File: config.mk
export PLATFORM = sky130hd
export DESIGN_NAME = json_string_unescape_flat
export DESIGN_NICKNAME = d
export VERILOG_FILES = /design/src/hw/rtl/jsu_pkg.sv /design/src/hw/rtl/jsu_in_if.sv /design/src/hw/rtl/jsu_out_if.sv /design/src/hw/rtl/jsu_front.sv /design/src/hw/rtl/jsu_job_fifo.sv /design/src/hw/rtl/jsu_back.sv /design/src/hw/rtl/json_string_unescape.sv /design/src/flat_wrapper.sv
export SDC_FILE = /design/constraint.sdc
export NUM_CORES = 1
export LEC_CHECK = 0
export BUFFER_PORTS_ARGS = -buffer_cell sky130_fd_sc_hd__buf_2
export CORE_MARGIN = 1.5
export CORE_UTILIZATION = 62
export DETAILED_ROUTE_END_ITERATION = 10
export PLACE_DENSITY = 0.79
export SLEW_MARGIN = 10
export SYNTH_ARGS = -nofsm -noshare
export SYNTH_HDL_FRONTEND = slang
export SYNTH_SLANG_ARGS = --single-unit
File: constraint.sdc
create_clock -name clk -period 4.6 [get_ports clk]
set_input_delay 0.23 -clock clk [delete_from_list [all_inputs] [get_ports clk]]
set_output_delay 0.23 -clock clk [all_outputs]
set_load 0.005 [all_outputs]
File: src/hw/rtl/jsu_pkg.sv
`timescale 1ns / 1ps
// jsu_pkg: shared types, codes and UTF-8 helpers for the JSON string unescaper.
// No dependencies.
package jsu_pkg;

	localparam logic [2:0] PH_PLAIN    = 3'd0;
	localparam logic [2:0] PH_ESC      = 3'd1;
	localparam logic [2:0] PH_HEX      = 3'd2;
	localparam logic [2:0] PH_AH       = 3'd3;
	localparam logic [2:0] PH_AH_ESC   = 3'd4;
	localparam logic [2:0] PH_LOW_HEX  = 3'd5;

	localparam logic [1:0] KIND_DATA = 2'd0;
	localparam logic [1:0] KIND_END  = 2'd1;
	localparam logic [1:0] KIND_ERR  = 2'd2;

	localparam logic [1:0] ERR_UNTERM  = 2'd0;
	localparam logic [1:0] ERR_CTRL    = 2'd1;
	localparam logic [1:0] ERR_ESC     = 2'd2;
	localparam logic [1:0] ERR_UNICODE = 2'd3;

	// second part of a job
	localparam logic [2:0] SEC_NONE = 3'd0;
	localparam logic [2:0] SEC_CP   = 3'd1;
	localparam logic [2:0] SEC_RAW  = 3'd2;
	localparam logic [2:0] SEC_END  = 3'd3;
	localparam logic [2:0] SEC_ERR  = 3'd4;

	localparam int          FIFO_DEPTH = 4;
	localparam int          FIFO_AW    = $clog2(FIFO_DEPTH);
	localparam logic [15:0] SURR_HI_LO = 16'hD800;
	localparam logic [15:0] SURR_HI_HI = 16'hDBFF;
	localparam logic [15:0] SURR_LO_LO = 16'hDC00;
	localparam logic [15:0] SURR_LO_HI = 16'hDFFF;
	localparam logic [20:0] SUPP_BASE  = 21'h10000;
	localparam logic [7:0]  CTRL_LIMIT = 8'h20;
	localparam logic [5:0]  HIGH_TAG   = 6'b110110;

	// optional high surrogate (3 bytes), then one second part
	typedef struct packed {
		logic        hi_vld;
		logic [9:0]  hi;
		logic [2:0]  sec_kind;
		logic [20:0] sec_val;
	} job_t;

	function automatic logic [2:0] utf8_len(input logic [20:0] cp);
		if (cp < 21'h80)
			return 3'd1;
		else if (cp < 21'h800)
			return 3'd2;
		else if (cp < 21'h10000)
			return 3'd3;
		else
			return 3'd4;
	endfunction

	function automatic logic [7:0] utf8_byte(input logic [20:0] cp, input logic [1:0] j);
		logic [2:0] len;
		len = utf8_len(cp);
		case (len)
			3'd1: return cp[7:0];
			3'd2: return (j == 2'd0) ? {3'b110, cp[10:6]} : {2'b10, cp[5:0]};
			3'd3: begin
				case (j)
					2'd0:    return {4'b1110, cp[15:12]};
					2'd1:    return {2'b10, cp[11:6]};
					default: return {2'b10, cp[5:0]};
				endcase
			end
			default: begin
				case (j)
					2'd0:    return {5'b11110, cp[20:18]};
					2'd1:    return {2'b10, cp[17:12]};
					2'd2:    return {2'b10, cp[11:6]};
					default: return {2'b10, cp[5:0]};
				endcase
			end
		endcase
	endfunction

endpackage

File: src/hw/rtl/jsu_in_if.sv
`timescale 1ns / 1ps
// jsu_in_if: input channel, one raw string byte per word.
// No dependencies.
interface jsu_in_if;
	logic       valid;
	logic       ready;
	logic [7:0] in_byte;
	logic       end_of_text;

	modport source (output valid, in_byte, end_of_text, input ready);
	modport sink (input valid, in_byte, end_of_text, output ready);
endinterface

File: src/hw/rtl/jsu_out_if.sv
`timescale 1ns / 1ps
// jsu_out_if: result channel, one decoded byte, end or error per word.
// No dependencies.
interface jsu_out_if;
	logic       valid;
	logic       ready;
	logic [1:0] kind;
	logic [7:0] out_byte;
	logic [1:0] error_code;
	logic       last;

	modport source (output valid, kind, out_byte, error_code, last, input ready);
	modport sink (input valid, kind, out_byte, error_code, last, output ready);
endinterface

File: src/hw/rtl/jsu_front.sv
`timescale 1ns / 1ps
// jsu_front: escape/surrogate FSM; turns each input word into at most one job.
// Depends on jsu_pkg, jsu_in_if.
module jsu_front (
	input  logic          clk,
	input  logic          arst_n,
	jsu_in_if.sink        item,
	input  logic          full,
	output logic          push,
	output jsu_pkg::job_t job
);

	logic [2:0]  phase_q, phase_d;
	logic [1:0]  hc_q, hc_d;
	logic [15:0] acc_q, acc_d;
	logic [9:0]  pend_q, pend_d;

	logic [7:0]  c;
	logic        eot;
	logic        accept;
	logic [3:0]  dig;
	logic        dig_ok;
	logic        hv;
	logic [15:0] acc_sh;
	logic        sh_high;
	logic        sh_low;

	logic [2:0]  pl_kind;
	logic [20:0] pl_val;
	logic [2:0]  es_kind;
	logic [20:0] es_val;
	logic        es_u;

	assign c          = item.in_byte;
	assign eot        = item.end_of_text;
	assign item.ready = !full;
	assign accept     = item.valid && item.ready;

	always_comb begin
		dig    = 4'd0;
		dig_ok = 1'b1;
		if (c >= 8'h30 && c <= 8'h39)
			dig = 4'(c - 8'h30);
		else if (c >= 8'h61 && c <= 8'h66)
			dig = 4'(c - 8'h57);
		else if (c >= 8'h41 && c <= 8'h46)
			dig = 4'(c - 8'h37);
		else
			dig_ok = 1'b0;
	end

	assign hv      = dig_ok && !eot;
	assign acc_sh  = {acc_q[11:0], dig};
	assign sh_high = (acc_sh >= jsu_pkg::SURR_HI_LO) && (acc_sh <= jsu_pkg::SURR_HI_HI);
	assign sh_low  = (acc_sh >= jsu_pkg::SURR_LO_LO) && (acc_sh <= jsu_pkg::SURR_LO_HI);

	// plain content byte other than backslash
	always_comb begin
		pl_val = 21'd0;
		if (c == 8'h22) begin
			pl_kind = jsu_pkg::SEC_END;
		end else if (c < jsu_pkg::CTRL_LIMIT) begin
			pl_kind = jsu_pkg::SEC_ERR;
			pl_val  = {19'd0, jsu_pkg::ERR_CTRL};
		end else begin
			pl_kind = jsu_pkg::SEC_RAW;
			pl_val  = {13'd0, c};
		end
	end

	// byte after a backslash
	always_comb begin
		es_kind = jsu_pkg::SEC_RAW;
		es_val  = 21'd0;
		es_u    = 1'b0;
		case (c)
			8'h22, 8'h5C, 8'h2F: es_val = {13'd0, c};
			8'h62:               es_val = 21'h08;
			8'h66:               es_val = 21'h0C;
			8'h6E:               es_val = 21'h0A;
			8'h72:               es_val = 21'h0D;
			8'h74:               es_val = 21'h09;
			8'h75: begin
				es_u    = 1'b1;
				es_kind = jsu_pkg::SEC_NONE;
			end
			default: begin
				es_kind = jsu_pkg::SEC_ERR;
				es_val  = {19'd0, jsu_pkg::ERR_ESC};
			end
		endcase
	end

	always_comb begin
		phase_d      = phase_q;
		hc_d         = hc_q;
		acc_d        = acc_q;
		pend_d       = pend_q;
		job.hi_vld   = 1'b0;
		job.hi       = pend_q;
		job.sec_kind = jsu_pkg::SEC_NONE;
		job.sec_val  = 21'd0;
		case (phase_q)
			jsu_pkg::PH_ESC: begin
				phase_d = jsu_pkg::PH_PLAIN;
				if (eot) begin
					job.sec_kind = jsu_pkg::SEC_ERR;
					job.sec_val  = {19'd0, jsu_pkg::ERR_ESC};
				end else if (es_u) begin
					phase_d = jsu_pkg::PH_HEX;
					hc_d    = 2'd0;
					acc_d   = 16'd0;
				end else begin
					job.sec_kind = es_kind;
					job.sec_val  = es_val;
				end
			end
			jsu_pkg::PH_HEX: begin
				if (!hv) begin
					phase_d      = jsu_pkg::PH_PLAIN;
					job.sec_kind = jsu_pkg::SEC_ERR;
					job.sec_val  = {19'd0, jsu_pkg::ERR_UNICODE};
				end else if (hc_q == 2'd3) begin
					hc_d  = 2'd0;
					acc_d = 16'd0;
					if (sh_high) begin
						pend_d  = acc_sh[9:0];
						phase_d = jsu_pkg::PH_AH;
					end else begin
						phase_d      = jsu_pkg::PH_PLAIN;
						job.sec_kind = jsu_pkg::SEC_CP;
						job.sec_val  = {5'd0, acc_sh};
					end
				end else begin
					acc_d = acc_sh;
					hc_d  = hc_q + 2'd1;
				end
			end
			jsu_pkg::PH_AH: begin
				if (eot) begin
					phase_d      = jsu_pkg::PH_PLAIN;
					job.hi_vld   = 1'b1;
					job.sec_kind = jsu_pkg::SEC_ERR;
					job.sec_val  = {19'd0, jsu_pkg::ERR_UNTERM};
				end else if (c == 8'h5C) begin
					phase_d = jsu_pkg::PH_AH_ESC;
				end else begin
					phase_d      = jsu_pkg::PH_PLAIN;
					job.hi_vld   = 1'b1;
					job.sec_kind = pl_kind;
					job.sec_val  = pl_val;
				end
			end
			jsu_pkg::PH_AH_ESC: begin
				if (!eot && es_u) begin
					phase_d = jsu_pkg::PH_LOW_HEX;
					hc_d    = 2'd0;
					acc_d   = 16'd0;
				end else begin
					phase_d    = jsu_pkg::PH_PLAIN;
					job.hi_vld = 1'b1;
					if (eot) begin
						job.sec_kind = jsu_pkg::SEC_ERR;
						job.sec_val  = {19'd0, jsu_pkg::ERR_ESC};
					end else begin
						job.sec_kind = es_kind;
						job.sec_val  = es_val;
					end
				end
			end
			jsu_pkg::PH_LOW_HEX: begin
				if (!hv) begin
					phase_d      = jsu_pkg::PH_PLAIN;
					job.hi_vld   = 1'b1;
					job.sec_kind = jsu_pkg::SEC_ERR;
					job.sec_val  = {19'd0, jsu_pkg::ERR_UNICODE};
				end else if (hc_q != 2'd3) begin
					acc_d = acc_sh;
					hc_d  = hc_q + 2'd1;
				end else begin
					hc_d  = 2'd0;
					acc_d = 16'd0;
					if (sh_low) begin
						phase_d      = jsu_pkg::PH_PLAIN;
						job.sec_kind = jsu_pkg::SEC_CP;
						job.sec_val  = jsu_pkg::SUPP_BASE + {1'b0, pend_q, acc_sh[9:0]};
					end else begin
						job.hi_vld = 1'b1;
						if (sh_high) begin
							pend_d  = acc_sh[9:0];
							phase_d = jsu_pkg::PH_AH;
						end else begin
							phase_d      = jsu_pkg::PH_PLAIN;
							job.sec_kind = jsu_pkg::SEC_CP;
							job.sec_val  = {5'd0, acc_sh};
						end
					end
				end
			end
			default: begin
				phase_d = jsu_pkg::PH_PLAIN;
				if (eot) begin
					job.sec_kind = jsu_pkg::SEC_ERR;
					job.sec_val  = {19'd0, jsu_pkg::ERR_UNTERM};
				end else if (c == 8'h5C) begin
					phase_d = jsu_pkg::PH_ESC;
				end else begin
					job.sec_kind = pl_kind;
					job.sec_val  = pl_val;
				end
			end
		endcase
	end

	assign push = accept && (job.hi_vld || (job.sec_kind != jsu_pkg::SEC_NONE));

	always_ff @(posedge clk or negedge arst_n) begin
		if (!arst_n) begin
			phase_q <= jsu_pkg::PH_PLAIN;
			hc_q    <= 2'd0;
			acc_q   <= 16'd0;
			pend_q  <= 10'd0;
		end else if (accept) begin
			phase_q <= phase_d;
			hc_q    <= hc_d;
			acc_q   <= acc_d;
			pend_q  <= pend_d;
		end
	end

endmodule

File: src/hw/rtl/jsu_job_fifo.sv
`timescale 1ns / 1ps
// jsu_job_fifo: short register queue of jobs between front and back.
// Depends on jsu_pkg.
module jsu_job_fifo (
	input  logic          clk,
	input  logic          arst_n,
	input  logic          push,
	input  jsu_pkg::job_t push_job,
	output logic          full,
	input  logic          pop,
	output logic          not_empty,
	output jsu_pkg::job_t head
);

	jsu_pkg::job_t                ent_q [jsu_pkg::FIFO_DEPTH];
	logic [jsu_pkg::FIFO_AW-1:0]  wr_q;
	logic [jsu_pkg::FIFO_AW-1:0]  rd_q;
	logic [jsu_pkg::FIFO_AW:0]    cnt_q;

	assign full      = (cnt_q == (jsu_pkg::FIFO_AW+1)'(jsu_pkg::FIFO_DEPTH));
	assign not_empty = (cnt_q != '0);
	assign head      = ent_q[rd_q];

	always_ff @(posedge clk) begin
		if (push)
			ent_q[wr_q] <= push_job;
	end

	always_ff @(posedge clk or negedge arst_n) begin
		if (!arst_n) begin
			wr_q  <= '0;
			rd_q  <= '0;
			cnt_q <= '0;
		end else begin
			if (push)
				wr_q <= wr_q + 1'b1;
			if (pop)
				rd_q <= rd_q + 1'b1;
			if (push && !pop)
				cnt_q <= cnt_q + 1'b1;
			else if (pop && !push)
				cnt_q <= cnt_q - 1'b1;
		end
	end

endmodule

File: src/hw/rtl/jsu_back.sv
`timescale 1ns / 1ps
// jsu_back: expands jobs into registered result words, one per cycle unless stalled.
// Depends on jsu_pkg, jsu_out_if.
module jsu_back (
	input  logic          clk,
	input  logic          arst_n,
	input  logic          not_empty,
	input  jsu_pkg::job_t head,
	output logic          pop,
	jsu_out_if.source     result
);

	jsu_pkg::job_t cur_q;
	logic          cur_vld_q;
	logic [2:0]    idx_q;

	logic          out_vld_q;
	logic [1:0]    kind_q;
	logic [7:0]    byte_q;
	logic [1:0]    err_q;
	logic          last_q;

	logic          adv;
	logic          emit;
	logic          is_last;
	logic [2:0]    sec_len;
	logic [2:0]    n_res;
	logic [2:0]    j_full;
	logic [20:0]   hi_cp;
	logic [1:0]    r_kind;
	logic [7:0]    r_byte;
	logic [1:0]    r_err;

	assign hi_cp = {5'd0, jsu_pkg::HIGH_TAG, cur_q.hi};

	always_comb begin
		case (cur_q.sec_kind)
			jsu_pkg::SEC_NONE: sec_len = 3'd0;
			jsu_pkg::SEC_CP:   sec_len = jsu_pkg::utf8_len(cur_q.sec_val);
			default:           sec_len = 3'd1;
		endcase
	end

	assign n_res   = (cur_q.hi_vld ? 3'd3 : 3'd0) + sec_len;
	assign is_last = (idx_q == n_res - 3'd1);
	assign j_full  = idx_q - (cur_q.hi_vld ? 3'd3 : 3'd0);

	always_comb begin
		r_kind = jsu_pkg::KIND_DATA;
		r_byte = 8'd0;
		r_err  = jsu_pkg::ERR_UNTERM;
		if (cur_q.hi_vld && idx_q < 3'd3) begin
			r_byte = jsu_pkg::utf8_byte(hi_cp, idx_q[1:0]);
		end else begin
			case (cur_q.sec_kind)
				jsu_pkg::SEC_CP:  r_byte = jsu_pkg::utf8_byte(cur_q.sec_val, j_full[1:0]);
				jsu_pkg::SEC_RAW: r_byte = cur_q.sec_val[7:0];
				jsu_pkg::SEC_END: r_kind = jsu_pkg::KIND_END;
				jsu_pkg::SEC_ERR: begin
					r_kind = jsu_pkg::KIND_ERR;
					r_err  = cur_q.sec_val[1:0];
				end
				default: r_kind = jsu_pkg::KIND_DATA;
			endcase
		end
	end

	assign adv  = !out_vld_q || result.ready;
	assign emit = adv && cur_vld_q;
	assign pop  = not_empty && (!cur_vld_q || (emit && is_last));

	always_ff @(posedge clk) begin
		if (pop)
			cur_q <= head;
		if (emit) begin
			kind_q <= r_kind;
			byte_q <= r_byte;
			err_q  <= r_err;
			last_q <= is_last;
		end
	end

	always_ff @(posedge clk or negedge arst_n) begin
		if (!arst_n) begin
			cur_vld_q <= 1'b0;
			idx_q     <= 3'd0;
			out_vld_q <= 1'b0;
		end else begin
			if (pop) begin
				cur_vld_q <= 1'b1;
				idx_q     <= 3'd0;
			end else if (emit && is_last) begin
				cur_vld_q <= 1'b0;
			end else if (emit) begin
				idx_q <= idx_q + 3'd1;
			end
			if (adv)
				out_vld_q <= cur_vld_q;
		end
	end

	assign result.valid      = out_vld_q;
	assign result.kind       = kind_q;
	assign result.out_byte   = byte_q;
	assign result.error_code = err_q;
	assign result.last       = last_q;

endmodule

File: src/hw/rtl/json_string_unescape.sv
`timescale 1ns / 1ps
// json_string_unescape: JSON string body to UTF-8 decoder, top level.
// Depends on jsu_pkg, jsu_in_if, jsu_out_if, jsu_front, jsu_job_fifo, jsu_back.
// A word's job passes the job queue and current-job register to the output register.
// Throughput: one input word per cycle while the 4-entry job queue has room; the back
// end sends one result word per cycle while the output is not stalled.
// Reset: arst_n clears decoder state, queue and output register; block starts a new string.
module json_string_unescape (
	input  logic       clk,
	input  logic       arst_n,
	jsu_in_if.sink     item,
	jsu_out_if.source  result
);

	logic          push;
	logic          full;
	logic          pop;
	logic          not_empty;
	jsu_pkg::job_t push_job;
	jsu_pkg::job_t head;

	jsu_front u_front (
		.clk    (clk),
		.arst_n (arst_n),
		.item   (item),
		.full   (full),
		.push   (push),
		.job    (push_job)
	);

	jsu_job_fifo u_fifo (
		.clk       (clk),
		.arst_n    (arst_n),
		.push      (push),
		.push_job  (push_job),
		.full      (full),
		.pop       (pop),
		.not_empty (not_empty),
		.head      (head)
	);

	jsu_back u_back (
		.clk       (clk),
		.arst_n    (arst_n),
		.not_empty (not_empty),
		.head      (head),
		.pop       (pop),
		.result    (result)
	);

endmodule

File: src/flat_wrapper.sv
// flat-port wrapper written by rule: the top's interface ports become plain ports
module json_string_unescape_flat 
  (clk, arst_n, item_valid, item_in_byte, item_end_of_text, item_ready, result_valid, result_kind, result_out_byte, result_error_code, result_last, result_ready);
  jsu_in_if item_i ();
  jsu_out_if result_i ();
  input  logic clk;
  input  logic arst_n;
  input wire logic [$bits(item_i.valid)-1:0] item_valid;
  input wire logic [$bits(item_i.in_byte)-1:0] item_in_byte;
  input wire logic [$bits(item_i.end_of_text)-1:0] item_end_of_text;
  output wire logic [$bits(item_i.ready)-1:0] item_ready;
  output wire logic [$bits(result_i.valid)-1:0] result_valid;
  output wire logic [$bits(result_i.kind)-1:0] result_kind;
  output wire logic [$bits(result_i.out_byte)-1:0] result_out_byte;
  output wire logic [$bits(result_i.error_code)-1:0] result_error_code;
  output wire logic [$bits(result_i.last)-1:0] result_last;
  input wire logic [$bits(result_i.ready)-1:0] result_ready;
  assign item_i.valid = item_valid;
  assign item_i.in_byte = item_in_byte;
  assign item_i.end_of_text = item_end_of_text;
  assign item_ready = item_i.ready;
  assign result_valid = result_i.valid;
  assign result_kind = result_i.kind;
  assign result_out_byte = result_i.out_byte;
  assign result_error_code = result_i.error_code;
  assign result_last = result_i.last;
  assign result_i.ready = result_ready;
  json_string_unescape u_core (.clk(clk), .arst_n(arst_n), .item(item_i), .result(result_i));
endmodule
==> metrics list <==
- Power density relative to cell area: 601 mW/mm^2
- Dividing the detail-routed wire length by the instance count gives 23.1 um.
- Of the post-synthesis cell area, the part taken by muxes is between 10% and 20%.
- Share of layout cells above drive strength 1: 16.9%
* Number of hold violations in the final report: 0
- Post-route minimum period: 4.19 ns
- Required time of the critical path: around 5 ns
* Synthesized instance count: roughly 680
* Setup TNS: 0 ns
* Initial standard-cell utilization of the core: between 60% and 70%
* Vertical die dimension: 131 um
- Class of the worst hold path: input port to register
* Worst reg2reg path depth: 17
- Max_cap viols: 0
* Diode count: 0
- For the pin with the worst max-slew slack, the measured transition is 1.10 ns.
* Fillcell total: between 1000 and 1500
- The synthesized design contains 188 enable-type register cells.
- Net count, final: 749
- Of all nets on the critical path, the largest fanout is 6.
* Reg2Reg Capture Point: u_core.u_fifo.cnt_q[1]
* Max VDD drop: roughly 530 uV
- Clock-pin slew was measured on the worst setup and hold paths at 0.06 ns.
- Die width: 131 um
- The first detailed-routing pass took 5 iterations.
* Remaining antenna violation count: 0
- Of the synthesized area, sequential elements account for 65.2%.
- Fraction of the mapped netlist area in compound gates: 8.88%
- Insertion delay of the later-clocked pin in the worst-skew pair: 0.52 ns
* Commonest cells after routing, fill and taps aside: sky130_fd_sc_hd__edfxtp_1, sky130_fd_sc_hd__nand2_1, sky130_fd_sc_hd__nor2_1
* Worst Clk Skew: around 0.012 ns
- Library cell used as clock root buffer: sky130_fd_sc_hd__clkbuf_16
- After Yosys synthesis, XOR and XNOR cells account for 1.64% of the synthesized area.
- Maximum level of the CTS H-tree: 1
- Worst-case headroom to the max-slew limit: 26.0%
* Category of the worst setup path capture point: register
* Post-Synth Simple-Gate Area: 9.74%
- For this run, the share of the core covered by cells in the final layout is slightly above 70%.
- Standard cell core area: 0.0159 mm^2
* Primary FF master, synth: sky130_fd_sc_hd__edfxtp_1
* Setup repair after global routing missed its margin: false
- Slew Limit Fails: 0
- P&R area growth vs syn: 11.0%
- Category of the most critical setup path: register to register
- Data arrival time of the worst path: 4.59 ns
* First-pass GRT wire length: 34100 um
* Final Setup Violations: 0
- Top-Level Pins: 28
- Counting along the longest clock path gives a buffer depth of 3.
- Total half-perimeter wirelength after legalization and detailed placement: ~14000 um
- In the routed layout, each cell is associated on average with a via count of 6.49.
- The routed layout has approximately 6200 vias.
- The run finished with clean final reports.
* Crit. Startpoint: u_core.u_back.cur_q[19]
- With fillers left out, the area of the finished cells amounts to 0.0113 mm^2.
- Synthesis produced a netlist with a net count of 712.
- Final Wtd Congestion: a little over 0.9
- Number of buffers added by the clock tree synthesis step: 23
- For this design the static power due to leakage is 3.97 nW.
* Largest net degree at the start of global routing: 40
- Of the total synthesized cell area, the portion taken by full adders, half adders and majority gates is between 2 and 3%.
- In the routed design, unresolved DRC markers number 0.
- Once placement completed, the tool counted placed cells totaling 906.
* Die area: roughly 0.017 mm^2
- The average instance in the mapped netlist occupies 15.0 um^2.
* Aggregate global routing overflow: 0
- Area of the mapped netlist: 0.0102 mm^2
- Drt initial violations: 511
- Combinational family with the most area after synthesis: multiplexers
- Worst Slack Setup Final: 0.410 ns
- In this run the critical register-to-register path is launched from u_core.u_back.cur_q[19].
- Final Cycle Share: about nine tenths
* Top achievable clock speed: 239 MHz
- The number of global-route vias before repair is 6029.
* Total of buffers placed on input and output ports: 27
- Across all register-to-register paths, the minimum setup slack is ~0.41 ns.
* Share of synthesized flip-flops with an asynchronous set or reset: between 10% and 20%
- The finished layout holds 949 standard cells, fillers aside.
* Most common cell after layout, fill and taps aside: sky130_fd_sc_hd__edfxtp_1
- OpenSTA, run right after detailed placement, puts the worst setup slack at 0.378 ns.
* Placed cell areas: 0.0105 mm^2
* Worst setup path endpoint: u_core.u_fifo.cnt_q[1]
- Post-synthesis sequential element count: 227
* Startpoint type of the worst setup path: register
* Yosys cell types: 72
- The initial antenna violation count came to 0.
- Total number of yosys warnings: 0
- Num Clock Sinks: approximately 230
- Final Routed Wirelength: between 20000 and 25000 um
* Core Rows: 46
- GR Util All Layers: between 20% and 30%
* TritonCTS clock tree: yes
==> metrics by stage <==
| stage | hold slack, ns | total power, W |
|---|---|---|
| after floorplan | -0.0656 | 0.00440 |
| after global placement | 0.407 | 0.00493 |
| after detailed placement | 0.424 | 0.00498 |
| after CTS | 0.0212 | 0.00680 |
| after global routing | 0.0587 | 0.00707 |
| final | 0.0275 | 0.00677 |
==> critical path, stage by stage, from the launching register on <==
cell	delay, ns
sky130_fd_sc_hd__edfxtp_1	0.38
sky130_fd_sc_hd__or4_1	0.59
sky130_fd_sc_hd__nor2_2	0.24
sky130_fd_sc_hd__nand3b_1	0.18
sky130_fd_sc_hd__nand3_1	0.14
sky130_fd_sc_hd__ha_1	0.23
sky130_fd_sc_hd__inv_1	0.06
sky130_fd_sc_hd__ha_1	0.15
sky130_fd_sc_hd__xor2_1	0.18
sky130_fd_sc_hd__xnor2_1	0.18
sky130_fd_sc_hd__xnor2_1	0.15
sky130_fd_sc_hd__nand2_1	0.10
sky130_fd_sc_hd__o21ai_0	0.30
sky130_fd_sc_hd__nand2_1	0.18
sky130_fd_sc_hd__ha_1	0.27
sky130_fd_sc_hd__inv_1	0.09
sky130_fd_sc_hd__fa_1	0.38
sky130_fd_sc_hd__mux2_2	0.27
==> worst min path at each step <==
stage	startpoint	cells past startpoint	endpoint
final	result_ready	3	u_core.u_back.result.valid
after global placement	arst_n	1	u_core.u_fifo.wr_q[0]
after global routing	result_ready	3	u_core.u_back.result.valid
after detailed placement	arst_n	1	u_core.u_front.phase_q[1]
after CTS	result_ready	3	u_core.u_back.result.valid
after floorplan	arst_n	0	u_core.u_back.cur_vld_q
==> kinds of logic (layout without fill, tap and decap cells) <==
kind of cell               Yosys count  in the layout
DFF                                227            227
and+or+nand+nor                    186            186
AOI/OAI and AO/OA                  128            128
muxes                               55             55
buffers and inverters               44             98
adders and majority gates           20             20
xor gates and xnor gates            19             19
==> Yosys cell counts (4+ instances only) <==
cell type	count	share of area (%)
sky130_fd_sc_hd__and3_1	5	0.31
sky130_fd_sc_hd__nand2_1	45	1.7
sky130_fd_sc_hd__xnor2_1	14	1.2
sky130_fd_sc_hd__nand3_1	15	0.74
sky130_fd_sc_hd__a22o_1	14	1.2
sky130_fd_sc_hd__a22oi_1	8	0.59
sky130_fd_sc_hd__clkbuf_1	18	0.67
sky130_fd_sc_hd__and2_1	14	0.86
sky130_fd_sc_hd__a32oi_1	4	0.34
sky130_fd_sc_hd__nor2_1	41	1.5
sky130_fd_sc_hd__mux2_1	7	0.78
sky130_fd_sc_hd__nand2b_1	7	0.43
sky130_fd_sc_hd__nor3_1	11	0.54
sky130_fd_sc_hd__a21oi_1	20	0.99
sky130_fd_sc_hd__mux2_2	5	0.55
sky130_fd_sc_hd__ha_1	19	2.3
sky130_fd_sc_hd__a32o_1	4	0.39
sky130_fd_sc_hd__o21ai_0	32	1.6
sky130_fd_sc_hd__o211ai_1	4	0.30
sky130_fd_sc_hd__edfxtp_1	188	56
sky130_fd_sc_hd__xor2_1	5	0.43
sky130_fd_sc_hd__a31oi_1	4	0.25
sky130_fd_sc_hd__dfrtp_1	39	9.6
sky130_fd_sc_hd__nor2b_1	7	0.43
sky130_fd_sc_hd__buf_1	4	0.15
sky130_fd_sc_hd__mux2i_1	4	0.39
sky130_fd_sc_hd__inv_1	17	0.63
sky130_fd_sc_hd__nor4_1	6	0.37
sky130_fd_sc_hd__and4_1	4	0.34
sky130_fd_sc_hd__mux4_2	38	8.4
sky130_fd_sc_hd__nor3b_1	5	0.37
==> sequential cells by signal (all words and copies together) (netlist names), 3 cells and up <==
name	count
u_core.u_back.cur_q	35
u_core.u_back.idx_q	3
u_core.u_back.result.out_byte	8
u_core.u_fifo.cnt_q	3
u_core.u_fifo.ent_q	140
u_core.u_front.acc_q	12
u_core.u_front.pend_q	10
u_core.u_front.phase_q	3
==> layout make-up <==
| type | count | area (um^2) | share of cell area [%] |
|---|---|---|---|
| repair buffers | 38 | 220 | 1.95 |
| well taps | 216 | 270 | 2.40 |
| clock buffers | 27 | 591 | 5.24 |
| flip-flops and latches | 227 | 6620 | 58.8 |
| multi-input cells | 408 | 3360 | 29.9 |
| inverters | 18 | 67.6 | 0.599 |
| clock inverters | 15 | 135 | 1.20 |
==> per-layer routing <==
metal	vias to the layer above	share of wire, %	GRT usage (%)
met2	253	50	45.4
met5	-	0	0
li1	2752	-	-
met3	30	6.0	3.95
met1	3120	42	37.6
met4	0	1.8	7.05
==> report_power, final <==
group,switching (W),internal [W]
Combinational,0.00105,0.000848
Sequential,0.000282,0.00279
Clock,0.000765,0.00104
Total,0.00209,0.00468
==> what timing repair did <==
action / CTS / global route
setup endpoints to repair: 0 / 1
hold buffers: 1 / 0
endpoints found under the hold margin: 39 / 0
gates resized for setup: 0 / 1
buffers inserted: 0 / 0
Note: power is estimated with default switching activity, not from simulation.
